==> src/rtl/core/tmlr_pkg.sv <==
// ----------------------------------------------------------------------------
// tmlr_pkg
// shared constants and types for the thick midpoint line rasterizer
// ----------------------------------------------------------------------------
package tmlr_pkg;

  // defaults for the top level parameters
  localparam int COORD_BITS_DEF    = 4;
  localparam int MAX_HALF_SPAN_DEF = 1;

  // fixed field widths on the stream ports
  localparam int COORD_W = 4;
  localparam int PIX_Y_W = 6;
  localparam int THICK_W = 2;

  // span offset counter, covers -1..1
  localparam int K_W = 2;

  // shared adder operation
  typedef logic alu_op_t;
  localparam alu_op_t ALU_ADD = 1'b0;
  localparam alu_op_t ALU_SUB = 1'b1;

endpackage

==> src/rtl/core/tmlr_alu.sv <==
// ----------------------------------------------------------------------------
// tmlr_alu
// shared add / subtract unit used by the rasterizer sequencer
// ----------------------------------------------------------------------------
module tmlr_alu #(
  parameter int W = 8
) (
  input  logic             [W-1:0] a,
  input  logic             [W-1:0] b,
  input  tmlr_pkg::alu_op_t        op,
  output logic             [W-1:0] sum
);
  import tmlr_pkg::*;

  logic [W-1:0] b_eff;
  logic [W-1:0] carry_in;

  always_comb begin
    b_eff    = (op == ALU_SUB) ? ~b : b;
    carry_in = {{(W-1){1'b0}}, (op == ALU_SUB)};
    sum      = a + b_eff + carry_in;
  end

endmodule

==> src/rtl/core/thick_midpoint_line_rasterizer_top.sv <==
// ----------------------------------------------------------------------------
// thick_midpoint_line_rasterizer_top
// walks one line request column by column with the midpoint decision
// variable and streams a vertical span of pixels for every column
// ----------------------------------------------------------------------------
// first pixel: 6 setup steps on the shared adder after the request transfer,
// then the emit state loads the output register
// per request: cols*(2h+1) pixels, cols = end_x-start_x+1 (1 if end is left),
// h = half span; each pixel and column step is one pass through the single
// shared adder; a new request is taken only in idle, after the last pixel
// reset: rst (synchronous) returns the sequencer to idle and drops m_tvalid
module thick_midpoint_line_rasterizer_top #(
  parameter int COORD_BITS    = tmlr_pkg::COORD_BITS_DEF,
  parameter int MAX_HALF_SPAN = tmlr_pkg::MAX_HALF_SPAN_DEF
) (
  input  logic        clk,
  input  logic        rst,
  input  logic        s_tvalid,
  output logic        s_tready,
  // start_x[3:0], start_y[7:4], end_x[11:8], end_y[15:12], thickness[17:16]
  input  logic [23:0] s_tdata,
  output logic        m_tvalid,
  input  logic        m_tready,
  // pixel_x[3:0], pixel_y[9:4]
  output logic [15:0] m_tdata,
  output logic        m_tlast
);
  import tmlr_pkg::*;

  localparam int DW = COORD_BITS + 4;

  localparam logic [3:0] ST_IDLE  = 4'd0;
  localparam logic [3:0] ST_RUN   = 4'd1;
  localparam logic [3:0] ST_RISE  = 4'd2;
  localparam logic [3:0] ST_INCE  = 4'd3;
  localparam logic [3:0] ST_DEC   = 4'd4;
  localparam logic [3:0] ST_DIFF  = 4'd5;
  localparam logic [3:0] ST_INCNE = 4'd6;
  localparam logic [3:0] ST_EMIT  = 4'd7;
  localparam logic [3:0] ST_ADV   = 4'd8;

  logic [3:0] state;

  logic [COORD_BITS-1:0] cx;
  logic [COORD_BITS-1:0] cy;
  logic [COORD_BITS-1:0] x1;
  logic [COORD_BITS-1:0] y1;
  logic                  half;
  logic                  step_up;
  logic [K_W-1:0]        k;

  logic [DW-1:0] run;
  logic [DW-1:0] rise;
  logic [DW-1:0] inc_e;
  logic [DW-1:0] inc_ne;
  logic [DW-1:0] dec;

  logic [DW-1:0] alu_a;
  logic [DW-1:0] alu_b;
  alu_op_t       alu_op;
  logic [DW-1:0] alu_sum;

  logic          more;
  logic          dec_le0;
  logic          y_up;
  logic          k_at_top;
  logic          out_load;
  logic [K_W-1:0] k_start;
  logic [K_W-1:0] k_top;

  function automatic logic [DW-1:0] zext_c(input logic [COORD_BITS-1:0] v);
    zext_c = {{(DW-COORD_BITS){1'b0}}, v};
  endfunction

  tmlr_alu #(
    .W (DW)
  ) u_alu (
    .a   (alu_a),
    .b   (alu_b),
    .op  (alu_op),
    .sum (alu_sum)
  );

  assign s_tready = (state == ST_IDLE);
  assign more     = (cx < x1);
  assign dec_le0  = dec[DW-1] | (dec == '0);
  assign y_up     = (y1 > cy);
  assign k_start  = half ? {K_W{1'b1}} : '0;
  assign k_top    = {{(K_W-1){1'b0}}, half};
  assign k_at_top = (k == k_top);
  assign out_load = !m_tvalid || m_tready;

  // operand selection for the shared adder
  always_comb begin
    alu_a  = '0;
    alu_b  = '0;
    alu_op = ALU_ADD;
    unique case (state)
      ST_RUN: begin
        alu_a  = zext_c(x1);
        alu_b  = zext_c(cx);
        alu_op = ALU_SUB;
      end
      ST_RISE: begin
        alu_a  = y_up ? zext_c(y1) : zext_c(cy);
        alu_b  = y_up ? zext_c(cy) : zext_c(y1);
        alu_op = ALU_SUB;
      end
      ST_INCE: begin
        alu_a = rise;
        alu_b = rise;
      end
      ST_DEC: begin
        alu_a  = inc_e;
        alu_b  = run;
        alu_op = ALU_SUB;
      end
      ST_DIFF: begin
        alu_a  = rise;
        alu_b  = run;
        alu_op = ALU_SUB;
      end
      ST_INCNE: begin
        alu_a = inc_ne;
        alu_b = inc_ne;
      end
      ST_EMIT: begin
        alu_a = zext_c(cy);
        alu_b = {{(DW-K_W){k[K_W-1]}}, k};
      end
      ST_ADV: begin
        alu_a = dec;
        alu_b = dec_le0 ? inc_e : inc_ne;
      end
      default: begin
        alu_a  = '0;
        alu_b  = '0;
        alu_op = ALU_ADD;
      end
    endcase
  end

  // sequencer
  always_ff @(posedge clk) begin
    if (rst) begin
      state <= ST_IDLE;
    end else begin
      unique case (state)
        ST_IDLE: begin
          if (s_tvalid) begin
            state <= ST_RUN;
          end
        end
        ST_RUN:   state <= ST_RISE;
        ST_RISE:  state <= ST_INCE;
        ST_INCE:  state <= ST_DEC;
        ST_DEC:   state <= ST_DIFF;
        ST_DIFF:  state <= ST_INCNE;
        ST_INCNE: state <= ST_EMIT;
        ST_EMIT: begin
          if (out_load && k_at_top) begin
            state <= more ? ST_ADV : ST_IDLE;
          end
        end
        ST_ADV:   state <= ST_EMIT;
        default:  state <= ST_IDLE;
      endcase
    end
  end

  // datapath registers
  always_ff @(posedge clk) begin
    unique case (state)
      ST_IDLE: begin
        if (s_tvalid) begin
          cx   <= s_tdata[COORD_BITS-1:0];
          cy   <= s_tdata[4 +: COORD_BITS];
          x1   <= s_tdata[8 +: COORD_BITS];
          y1   <= s_tdata[12 +: COORD_BITS];
          half <= (MAX_HALF_SPAN > 0) ? s_tdata[17] : 1'b0;
        end
      end
      ST_RUN:   run <= alu_sum;
      ST_RISE: begin
        rise    <= alu_sum;
        step_up <= y_up;
      end
      ST_INCE:  inc_e <= alu_sum;
      ST_DEC:   dec <= alu_sum;
      ST_DIFF:  inc_ne <= alu_sum;
      ST_INCNE: begin
        inc_ne <= alu_sum;
        k      <= k_start;
      end
      ST_EMIT: begin
        if (out_load) begin
          k <= k + {{(K_W-1){1'b0}}, 1'b1};
        end
      end
      ST_ADV: begin
        dec <= alu_sum;
        cx  <= cx + {{(COORD_BITS-1){1'b0}}, 1'b1};
        if (!dec_le0) begin
          cy <= step_up ? cy + {{(COORD_BITS-1){1'b0}}, 1'b1}
                        : cy - {{(COORD_BITS-1){1'b0}}, 1'b1};
        end
        k <= k_start;
      end
      default: begin
      end
    endcase
  end

  // output register
  always_ff @(posedge clk) begin
    if (rst) begin
      m_tvalid <= 1'b0;
    end else if (state == ST_EMIT && out_load) begin
      m_tvalid <= 1'b1;
    end else if (m_tready) begin
      m_tvalid <= 1'b0;
    end
  end

  always_ff @(posedge clk) begin
    if (state == ST_EMIT && out_load) begin
      m_tdata <= {6'd0, alu_sum[PIX_Y_W-1:0],
                  {(COORD_W-COORD_BITS){1'b0}}, cx};
      m_tlast <= !more && k_at_top;
    end
  end

endmodule

==> config.mk <==
export PLATFORM = sky130hd
export DESIGN_NAME = thick_midpoint_line_rasterizer_top
export DESIGN_NICKNAME = d
export VERILOG_FILES = /design/src/rtl/core/tmlr_pkg.sv /design/src/rtl/core/tmlr_alu.sv /design/src/rtl/core/thick_midpoint_line_rasterizer_top.sv
export SDC_FILE = /design/constraint.sdc
export NUM_CORES = 1
export LEC_CHECK = 0
export ABC_AREA = 1
export CAP_MARGIN = 20
export CORE_UTILIZATION = 45
export CTS_CLUSTER_DIAMETER = 200
export DETAILED_ROUTE_END_ITERATION = 12
export DONT_BUFFER_PORTS = 1
export HOLD_SLACK_MARGIN = 0.02
export PLACE_DENSITY = 0.63
export SLEW_MARGIN = 25
export SYNTH_ARGS = -nofsm -noshare
export SYNTH_HDL_FRONTEND = slang
export SYNTH_SLANG_ARGS = --single-unit
==> constraint.sdc <==
create_clock -name clk -period 4.35 [get_ports clk]
set_input_delay 0.87 -clock clk [delete_from_list [all_inputs] [get_ports clk]]
set_output_delay 0.87 -clock clk [all_outputs]
set_load 0.01 [all_outputs]
==> flow_summary_export.csv, run 1 <==
group,metric,value,unit
outcome,status,"complete, no violations",
final_layout,layout_commonest_cell,"nand2_1",
pwr,netSwitchingFraction,33.0,%
timing,setup-violations-final,0,
clocking,cts_hold_buf,0,
floorplanning,die_h,97.3,um
worst_setup_path,arrival,3820,ps
timing,setup_tns,0,ps
worst_hold_path,min_to,"state[0]$_SDFFE_PP0P_",
timing,fmax,272,MHz
logic_synthesis,synth_area,4090,um^2
logic_synthesis,synth_compound_gate_area_share,10.6,%
floorplanning,coreArea,8760,um^2
worst_setup_path,worst_setup_path_start_kind,"flip-flop",
logic_synthesis,synthSimpleGateAreaFrac,19.1,%
clocking,numCtsBuffers,9,
worst_setup_path,required,4490,ps
global_route,antenna_found_initial,0,
worst_setup_path,reg2reg_slack,670,ps
final_layout,diodes,0,
final_layout,fill_cells,808,
drt,wl_per_cell,17.5,um
clocking,cts.path.max_buffers,2,
floorplanning,die_w,97.3,um
logic_synthesis,post_synth_num_cell_types,34,
drt,dr.pass1.iters,5,
final_layout,fin_area,4410,um^2
global_route,grt_pass1_wl,15400,um
pwr,power.total,2.14,mW
logic_synthesis,synth_xor_area_share,2.78,%
final_layout,fin_nets,490,
drt,drt_wl_total,9760,um
floorplanning,start_util,46.7,%
pwr,pwr-share-clk,25.0,%
logic_synthesis,syn_avg_cell_area,9.45,um^2
timing,fin_crit,3680,ps
worst_hold_path,hp-start,"rst",
floorplanning,ios,47,
global_route,grt_max_degree,22,
logic_synthesis,synth_top_family_by_area,"simple AND/OR/NAND/NOR gates",
global_route,grt_use_total,21.5,%
pwr,p_leak,1.86,nW
worst_setup_path,end_kind,"flip-flop",
logic_synthesis,yosys.area_share.adder,5.87,%
floorplanning,fp-row-count,34,
worst_hold_path,hold_path_class,"input port to flip-flop",
placed_design,portBuffers,0,
drt,viasPerCell,5.53,
worst_setup_path,r2r_end,"dec[6]$_DFFE_PP_",
clocking,clock_latency,360,ps
pwr,power.switching,0.708,mW
placed_design,dpl_worst_slack,720,ps
clocking,root_buffer,"clkbuf_8",
clocking,cts_max_level,3,
pwr,pwr-share-seq,49.1,%
timing,slew_violations,0,
pwr,powerDensity,486,nW/um^2
floorplanning,die_area,9470,um^2
timing,whs,563,ps
logic_synthesis,synth.area.mux_share,0,%
timing,rsz0062_at_grt,"no",
flow_run,cap_violations,0,
logic_synthesis,yosysWarnings,0,
clocking,postCtsResizedCells,0,
drt,vias,3082,
logic_synthesis,ys_seq_area_share,54.6,%
global_route,grt_pass1_vias,2954,
logic_synthesis,syn_inst,433,
logic_synthesis,synth_seq_cells,76,
pwr,internal_power,1.43,mW
drt,drt_iter0_drc,311,
drt,antenna_left,0,
final_layout,drive_gt1_share,8.69,%
timing,finalCritPeriodShare,84.5,%
global_route,grt_overflow,0,
worst_setup_path,crit_type,"flip-flop to flip-flop",
worst_setup_path,path_max_fanout,8,
pwr,combPwrFrac,25.9,%
placed_design,dp_hpwl,6940,um
pwr,ir_drop,0.227,mV
final_layout,final_cell_mix,"nand2_1, edfxtp_1, inv_1",
timing,setup_ws,673,ps
placed_design,routabilityCongestion,0.883,
worst_setup_path,reg2reg_depth,17,
timing,tightest_slew,894,ps
drt,drc,0,
clocking,cts_sinks,76,
clocking,postCtsSetupBuffers,0,
timing,slew_headroom,40.2,%
worst_hold_path,min_path_cells,1,
clocking,path_clk_slew,80,ps
clocking,cts_tree,"built",
timing,skew,7.88,ps
placed_design,dpl_cell_area,4220,um^2
timing,hold_viol_final,0,
worst_setup_path,rr_startpoint,"cy[3]$_DFFE_PP_",
final_layout,syn2layout_area_growth,7.71,%
[metrics by stage]
stage | util (%) | std cells
global placement | 48.1 | 541
detailed placement | 48.1 | 541
finish | 50.3 | 557
global route | 50.3 | 557
CTS | 50.3 | 557
floorplan | - | 438
[power groups by stage]
stage          clock network, mW  logic [mW]  registers (mW)
6_report                   0.536       0.556            1.05
5_1_grt                    0.565       0.634            1.06
4_1_cts                    0.538       0.557            1.05
3_5_place_dp                   0       0.552            1.07
3_3_place_gp                   0       0.538            1.07
2_1_floorplan                  0       0.411            1.05
[final cells by class]
class / count / area, um^2 / area share (%)
Sequential cell: 76 / 2230 / 50.7
Multi-Input combinational cell: 294 / 1590 / 36.1
Inverter: 58 / 219 / 4.97
Tap cell: 108 / 135 / 3.07
Clock buffer: 9 / 124 / 2.81
Clock inverter: 7 / 66.3 / 1.51
Timing Repair Buffer: 5 / 37.5 / 0.852
[worst max-delay path by stage]
stage	slack [ps]	from	to	cells after the start
4_1_cts	690	cy[3]$_DFFE_PP_	dec[6]$_DFFE_PP_	17
6_report	670	cy[3]$_DFFE_PP_	dec[6]$_DFFE_PP_	17
3_5_place_dp	720	cy[3]$_DFFE_PP_	rise[6]$_DFFE_PP_	17
5_1_grt	230	cy[1]$_DFFE_PP_	dec[6]$_DFFE_PP_	19
2_1_floorplan	1300	cy[1]$_DFFE_PP_	dec[6]$_DFFE_PP_	19
3_3_place_gp	800	cy[1]$_DFFE_PP_	inc_ne[6]$_DFFE_PP_	19
[sequential cells by signal, summed over array words and instances (netlist names)]
name / cells
state: 4
x1: 4
y1: 4
m_tvalid: 1
cy: 4
run: 8
rise: 8
half: 1
inc_e: 8
dec: 8
m_tlast: 1
cx: 4
k: 2
inc_ne: 8
m_tdata: 10
step_up: 1
[synthesized netlist by cell type]
cell / count / share of area (%)
dfxtp_1: 5 / 2.4
inv_2: 4 / 0.37
inv_1: 53 / 4.9
nor2_4: 2 / 0.55
o221ai_1: 2 / 0.43
o2111ai_1: 4 / 0.86
buf_4: 7 / 1.3
o22ai_1: 2 / 0.31
a21oi_1: 23 / 2.8
nor3_1: 2 / 0.24
buf_2: 2 / 0.24
edfxtp_1: 71 / 52
nor4_1: 2 / 0.31
a211oi_1: 2 / 0.37
o21ai_1: 1 / 0.12
fa_1: 2 / 0.98
conb_1: 1 / 0.092
o21ai_2: 1 / 0.21
o21ai_0: 28 / 3.4
a31oi_1: 1 / 0.15
nand2_2: 7 / 1.1
ha_1: 16 / 4.9
nor2_2: 5 / 0.76
clkinv_2: 1 / 0.12
nand3_1: 22 / 2.7
o211ai_1: 5 / 0.92
clkbuf_1: 1 / 0.092
xnor2_1: 4 / 0.86
nand2_1: 95 / 8.7
xor2_1: 9 / 1.9
nor2_1: 43 / 3.9
a22oi_1: 1 / 0.18
a221oi_1: 4 / 0.86
nand4_1: 5 / 0.76
[cell families (layout without fill, tap and decap cells)]
group	Yosys count	in the layout
AO/OA/AOI/OAI	74	74
XOR/XNOR	13	13
adder cells (fa/ha/maj)	18	18
buffers and inverters	68	79
flip-flops	76	76
other	1	6
AND/OR/NAND/NOR	183	183
[critical path, cell delays in order, from the launching register on]
cell,delay (ps)
edfxtp_1,420
inv_1,160
ha_1,270
a21oi_1,180
nand2_1,120
nand2_1,220
inv_1,170
o211ai_1,240
nand3_1,120
xor2_1,150
ha_1,330
a21oi_1,140
inv_1,50
a31oi_1,240
nor2_1,70
o21ai_0,170
nand2_1,90
xor2_1,310
[layer usage]
layer / track usage, % / vias to the layer above / wire length [um]
met5: 0 / - / 0
met2: 33.1 / 143 / 4340
met3: 5.40 / 20 / 993
met1: 29.4 / 1433 / 4200
met4: 8.37 / 0 / 219
li1: - / 1486 / -
Power figures use the tool's default switching activity.
==> run 2, diff against run 1 <==
--- a/config.mk
+++ b/config.mk
@@ -12,7 +12,7 @@
 export DETAILED_ROUTE_END_ITERATION = 12
 export DONT_BUFFER_PORTS = 1
 export HOLD_SLACK_MARGIN = 0.02
-export PLACE_DENSITY = 0.63
+export PLACE_DENSITY = 0.65
 export SLEW_MARGIN = 25
 export SYNTH_ARGS = -nofsm -noshare
 export SYNTH_HDL_FRONTEND = slang
==> constraint.sdc (replaced) <==
create_clock -name clk -period 3.2 [get_ports clk]
set_input_delay 0.64 -clock clk [delete_from_list [all_inputs] [get_ports clk]]
set_output_delay 0.64 -clock clk [all_outputs]
set_load 0.01 [all_outputs]
==> flow_summary_export.csv, run 2 (synthesized netlist as in run 1, its figures left out) <==
group,metric,value,unit
clocking,clock_latency,360,ps
timing,whs,339,ps
pwr,pwr-share-seq,42.8,%
timing,slew_violations,0,
global_route,grt_pass1_vias,3072,
timing,tightest_slew,590,ps
drt,viasPerCell,5.56,
global_route,grt_pass1_wl,16100,um
pwr,netSwitchingFraction,32.3,%
pwr,internal_power,2.25,mW
final_layout,drive_gt1_share,20.4,%
timing,setup_tns,0,ps
drt,dr.pass1.iters,5,
final_layout,final_core_util,55.0,%
clocking,numCtsBuffers,9,
global_route,antenna_found_initial,0,
clocking,cts_tree,"built",
drt,antenna_left,0,
timing,setup-violations-final,0,
final_layout,regMostFlops,"m_tdata",
clocking,root_buffer,"clkbuf_8",
placed_design,routabilityCongestion,0.906,
floorplanning,coreArea,8760,um^2
worst_hold_path,hold_path_class,"input port to flip-flop",
drt,drt_iter0_drc,261,
pwr,pwr-share-clk,27.2,%
final_layout,layout_commonest_cell,"nand2_1",
clocking,cts_max_level,3,
worst_setup_path,path_max_fanout,5,
timing,slew_headroom,60.5,%
floorplanning,ios,47,
placed_design,dpl_cell_area,4420,um^2
timing,rsz0062_at_grt,"yes",
pwr,power.switching,1.08,mW
placed_design,dp_hpwl,7290,um
clocking,cts.path.max_buffers,2,
global_route,grt_use_total,22.5,%
global_route,grt_max_degree,18,
final_layout,final_cell_mix,"nand2_1, edfxtp_1, inv_1",
clocking,cts_sinks,76,
floorplanning,die_w,97.3,um
outcome,status,"complete, no violations",
final_layout,fin_area,4820,um^2
timing,skew,12.5,ps
clocking,path_clk_slew,90,ps
floorplanning,start_util,46.7,%
flow_run,cap_violations,0,
pwr,powerDensity,691,nW/um^2
worst_setup_path,required,3290,ps
drt,wl_per_cell,17.6,um
placed_design,portBuffers,0,
timing,finalCritPeriodShare,97.9,%
worst_setup_path,arrival,3230,ps
global_route,grt_overflow,0,
timing,fin_crit,3130,ps
pwr,ir_drop,0.415,mV
pwr,combPwrFrac,29.9,%
final_layout,fin_nets,521,
timing,fmax,319,MHz
worst_setup_path,crit_type,"flip-flop to flip-flop",
floorplanning,die_h,97.3,um
pwr,p_leak,2.04,nW
drt,vias,3267,
worst_setup_path,worst_setup_path_start_kind,"flip-flop",
final_layout,fill_cells,789,
floorplanning,fp-row-count,34,
drt,drc,0,
final_layout,syn2layout_area_growth,17.8,%
timing,hold_viol_final,0,
drt,drt_wl_total,10400,um
final_layout,largest_register_ffs,10,
worst_setup_path,end_kind,"flip-flop",
floorplanning,die_area,9470,um^2
final_layout,diodes,0,
## run 2: cell type report
| class | count | area [um^2] | area share, % |
|---|---|---|---|
| Timing Repair Buffer | 36 | 270 | 5.61 |
| Clock inverter | 7 | 124 | 2.57 |
| Multi-Input combinational cell | 294 | 1710 | 35.5 |
| Inverter | 58 | 221 | 4.60 |
| Sequential cell | 76 | 2230 | 46.3 |
| Tap cell | 108 | 135 | 2.80 |
| Clock buffer | 9 | 124 | 2.57 |
## run 2: stage by stage
stage,instances,power (mW),worst slack [ps]
final,588,3.33,67.4
after global routing,588,3.50,-145
after detailed placement,568,2.29,-34.4
after global placement,568,2.26,-5.80
after CTS,585,3.22,9.95
after floorplan,438,1.99,147
## run 2: path summary, 6_finish.rpt
check	from	endpoint	slack [ps]	depth (start not counted)
max	y1[2]$_DFFE_PP_	run[6]$_DFFE_PP_	70	18
min	rst	state[2]$_SDFFE_PP0P_	340	1
max reg2reg	y1[2]$_DFFE_PP_	run[6]$_DFFE_PP_	70	18
min reg2reg	cx[3]$_DFFE_PP_	m_tdata[3]$_DFFE_PP_	580	0
## run 2: timing repair
action	CTS	global route
setup buffers	1	4
hold buffers	0	0
setup endpoints to repair	11	29
pin swaps	3	13
resized for setup	4	28
## run 2: worst max-delay path, stage by stage, from the launching register on
cell	delay, ps
edfxtp_1	430
ha_1	330
nand2_1	100
inv_2	50
nand2_2	50
nand2_2	60
buf_4	140
a21oi_1	130
nor2_1	70
nor2_1	170
inv_1	90
nand2_2	80
o21ai_2	70
fa_2	430
a31oi_4	160
nor2_1	70
o21ai_1	130
nand2_1	110
xor2_2	190
## run 2: per-layer routing
layer,global-route usage [%],vias to the layer above,routed length [um]
li1,-,1551,-
met1,31.5,1543,4520
met2,34.3,151,4700
met3,4.60,22,851
met4,9.16,0,302
met5,0,-,0
## run 2: power by group through the flow
stage	clock network (mW)	registers [mW]	logic (mW)
2_1_floorplan	0	1.43	0.559
3_3_place_gp	0	1.44	0.817
3_5_place_dp	0	1.45	0.845
4_1_cts	0.915	1.42	0.879
5_1_grt	0.959	1.44	1.10
6_report	0.907	1.43	0.996
==> run 3, diff against run 2 <==
--- a/config.mk
+++ b/config.mk
@@ -7,12 +7,13 @@
 export LEC_CHECK = 0
 export ABC_AREA = 1
 export CAP_MARGIN = 20
-export CORE_UTILIZATION = 45
+export CORE_UTILIZATION = 55
+export CTS_BUF_LIST = sky130_fd_sc_hd__clkbuf_4
 export CTS_CLUSTER_DIAMETER = 200
 export DETAILED_ROUTE_END_ITERATION = 12
 export DONT_BUFFER_PORTS = 1
 export HOLD_SLACK_MARGIN = 0.02
-export PLACE_DENSITY = 0.65
+export PLACE_DENSITY = 0.76
 export SLEW_MARGIN = 25
 export SYNTH_ARGS = -nofsm -noshare
 export SYNTH_HDL_FRONTEND = slang
==> flow_summary_export.csv, run 3 (synthesized netlist as in run 1, its figures left out) <==
group,metric,value,unit
pwr,p_leak,2.01,nW
clocking,cts.path.max_buffers,2,
final_layout,fill_cells,562,
placed_design,dp_hpwl,7180,um
floorplanning,ios,47,
drt,wl_per_cell,17.6,um
timing,fin_crit,3110,ps
flow_run,cap_violations,0,
placed_design,routabilityCongestion,0.937,
worst_setup_path,arrival,3280,ps
timing,finalCritPeriodShare,97.3,%
floorplanning,die_area,7790,um^2
final_layout,fin_area,4710,um^2
floorplanning,die_h,88.2,um
floorplanning,start_util,56.7,%
global_route,grt_overflow,0,
final_layout,syn2layout_area_growth,15.1,%
drt,drc,0,
worst_setup_path,crit_chain,"ha_1 -> nand2_1 -> inv_2 -> nand2_2 -> nand2_2 -> nand2_4 -> inv_6 -> o211ai_1 -> nand3_1 -> xor2_1 -> ha_1 -> a21oi_2 -> inv_1 -> a31oi_2 -> nor2_1 -> o21ai_1 -> nand2_1 -> xor2_2",
worst_hold_path,hold_path_class,"input port to flip-flop",
worst_setup_path,required,3370,ps
clocking,numCtsBuffers,9,
drt,viasPerCell,5.77,
global_route,grt_pass1_wl,15700,um
timing,skew,22.7,ps
placed_design,dpl_worst_slack,-25.3,ps
placed_design,dpl_cell_area,4420,um^2
clocking,path_clk_slew,130,ps
global_route,grt_pass1_vias,3162,
placed_design,portBuffers,0,
final_layout,layout_commonest_cell,"nand2_1",
timing,tightest_slew,858,ps
outcome,status,"complete, no violations",
worst_setup_path,worst_setup_path_start_kind,"flip-flop",
final_layout,diodes,0,
drt,antenna_left,0,
global_route,antenna_found_initial,0,
floorplanning,die_w,88.2,um
clocking,clock_latency,420,ps
drt,vias,3351,
floorplanning,coreArea,7210,um^2
final_layout,fin_nets,524,
clocking,cts_max_level,3,
worst_setup_path,end_kind,"flip-flop",
timing,hold_viol_final,0,
worst_setup_path,crit_type,"flip-flop to flip-flop",
timing,setup_ws,86.7,ps
pwr,ir_drop,0.523,mV
timing,setup-violations-final,0,
timing,fmax,321,MHz
worst_setup_path,crit_family,"compound AO/OA/AOI/OAI gates",
final_layout,largest_register_ffs,10,
final_layout,drive_gt1_share,19.9,%
clocking,cts_tree,"built",
drt,drt_wl_total,10200,um
pwr,powerDensity,654,nW/um^2
timing,rsz0062_at_grt,"yes",
global_route,grt_max_degree,18,
floorplanning,fp-row-count,31,
timing,slew_violations,0,
final_layout,seqCellArea,2230,um^2
clocking,root_buffer,"clkbuf_4",
final_layout,final_cell_mix,"nand2_1, edfxtp_1, inv_1",
final_layout,multi_input_area,1680,um^2
worst_setup_path,critical_path_buf_inv_count,3,
worst_setup_path,path_max_fanout,7,
worst_setup_path,max_stage_delay,450,ps
timing,setup_tns,0,ps
global_route,grt_use_total,28.0,%
drt,dr.pass1.iters,5,
timing,slew_headroom,42.6,%
worst_setup_path,cp_slowest_cell,"edfxtp_1",
clocking,cts_sinks,76,
final_layout,regMostFlops,"m_tdata",
drt,drt_iter0_drc,309,
[run 3: worst register-to-register path, delay by kind of cell (launching register included)]
kind,cells,cell delay (ps)
buffers and inverters,3,150
AND/OR/NAND/NOR,7,610
AO/OA/AOI/OAI,4,660
XOR/XNOR,2,340
adder cells (fa/ha/maj),2,650
flip-flops,1,450
[run 3: layout make-up]
cell class	count	share of cell area (%)
clock buffer	9	1.43
clock inverter	6	1.89
inverter	58	4.76
multi-input combinational	294	35.6
sequential	76	47.4
tap	99	2.63
timing repair buffer	39	6.22
[run 3: through the flow]
| stage | power (mW) | instances | hold WS, ps | utilization (%) |
|---|---|---|---|---|
| floorplan | 1.99 | 438 | 500 | - |
| global placement | 2.27 | 561 | 555 | 61.3 |
| detailed placement | 2.30 | 561 | 581 | 61.3 |
| CTS | 2.97 | 576 | 263 | 63.6 |
| global route | 3.25 | 581 | 230 | 65.3 |
| finish | 3.08 | 581 | 262 | 65.3 |
[run 3: power breakdown]
group	internal, mW	switching (mW)	leakage (nW)
Sequential	1.37	0.0623	0.698
Clock	0.314	0.345	0.0784
Combinational	0.381	0.610	1.23
[run 3: layer usage]
metal	share of wire, %	global-route usage (%)	wire length, um
met2	44	43.0	4530
met5	0	0	0
met4	4.9	12.0	501
met1	41	37.7	4180
met3	10	7.28	1020
[run 3: repair_timing]
item                                    in CTS  in global routing
resized for setup                            4                 23
pin swaps                                    0                 13
hold buffers                                 0                  0
endpoints found under the setup margin      11                 28
buffers inserted                             0                  6
[run 3: worst paths after layout]
check	start	end	slack, ps	depth (start not counted)
setup / recovery	y1[2]$_DFFE_PP_	inc_e[6]$_DFFE_PN_	90	18
hold / removal	rst	state[2]$_SDFFE_PP0P_	260	1
setup reg to reg	y1[2]$_DFFE_PP_	inc_e[6]$_DFFE_PN_	90	18
hold reg to reg	cx[1]$_DFFE_PP_	m_tdata[1]$_DFFE_PP_	610	0
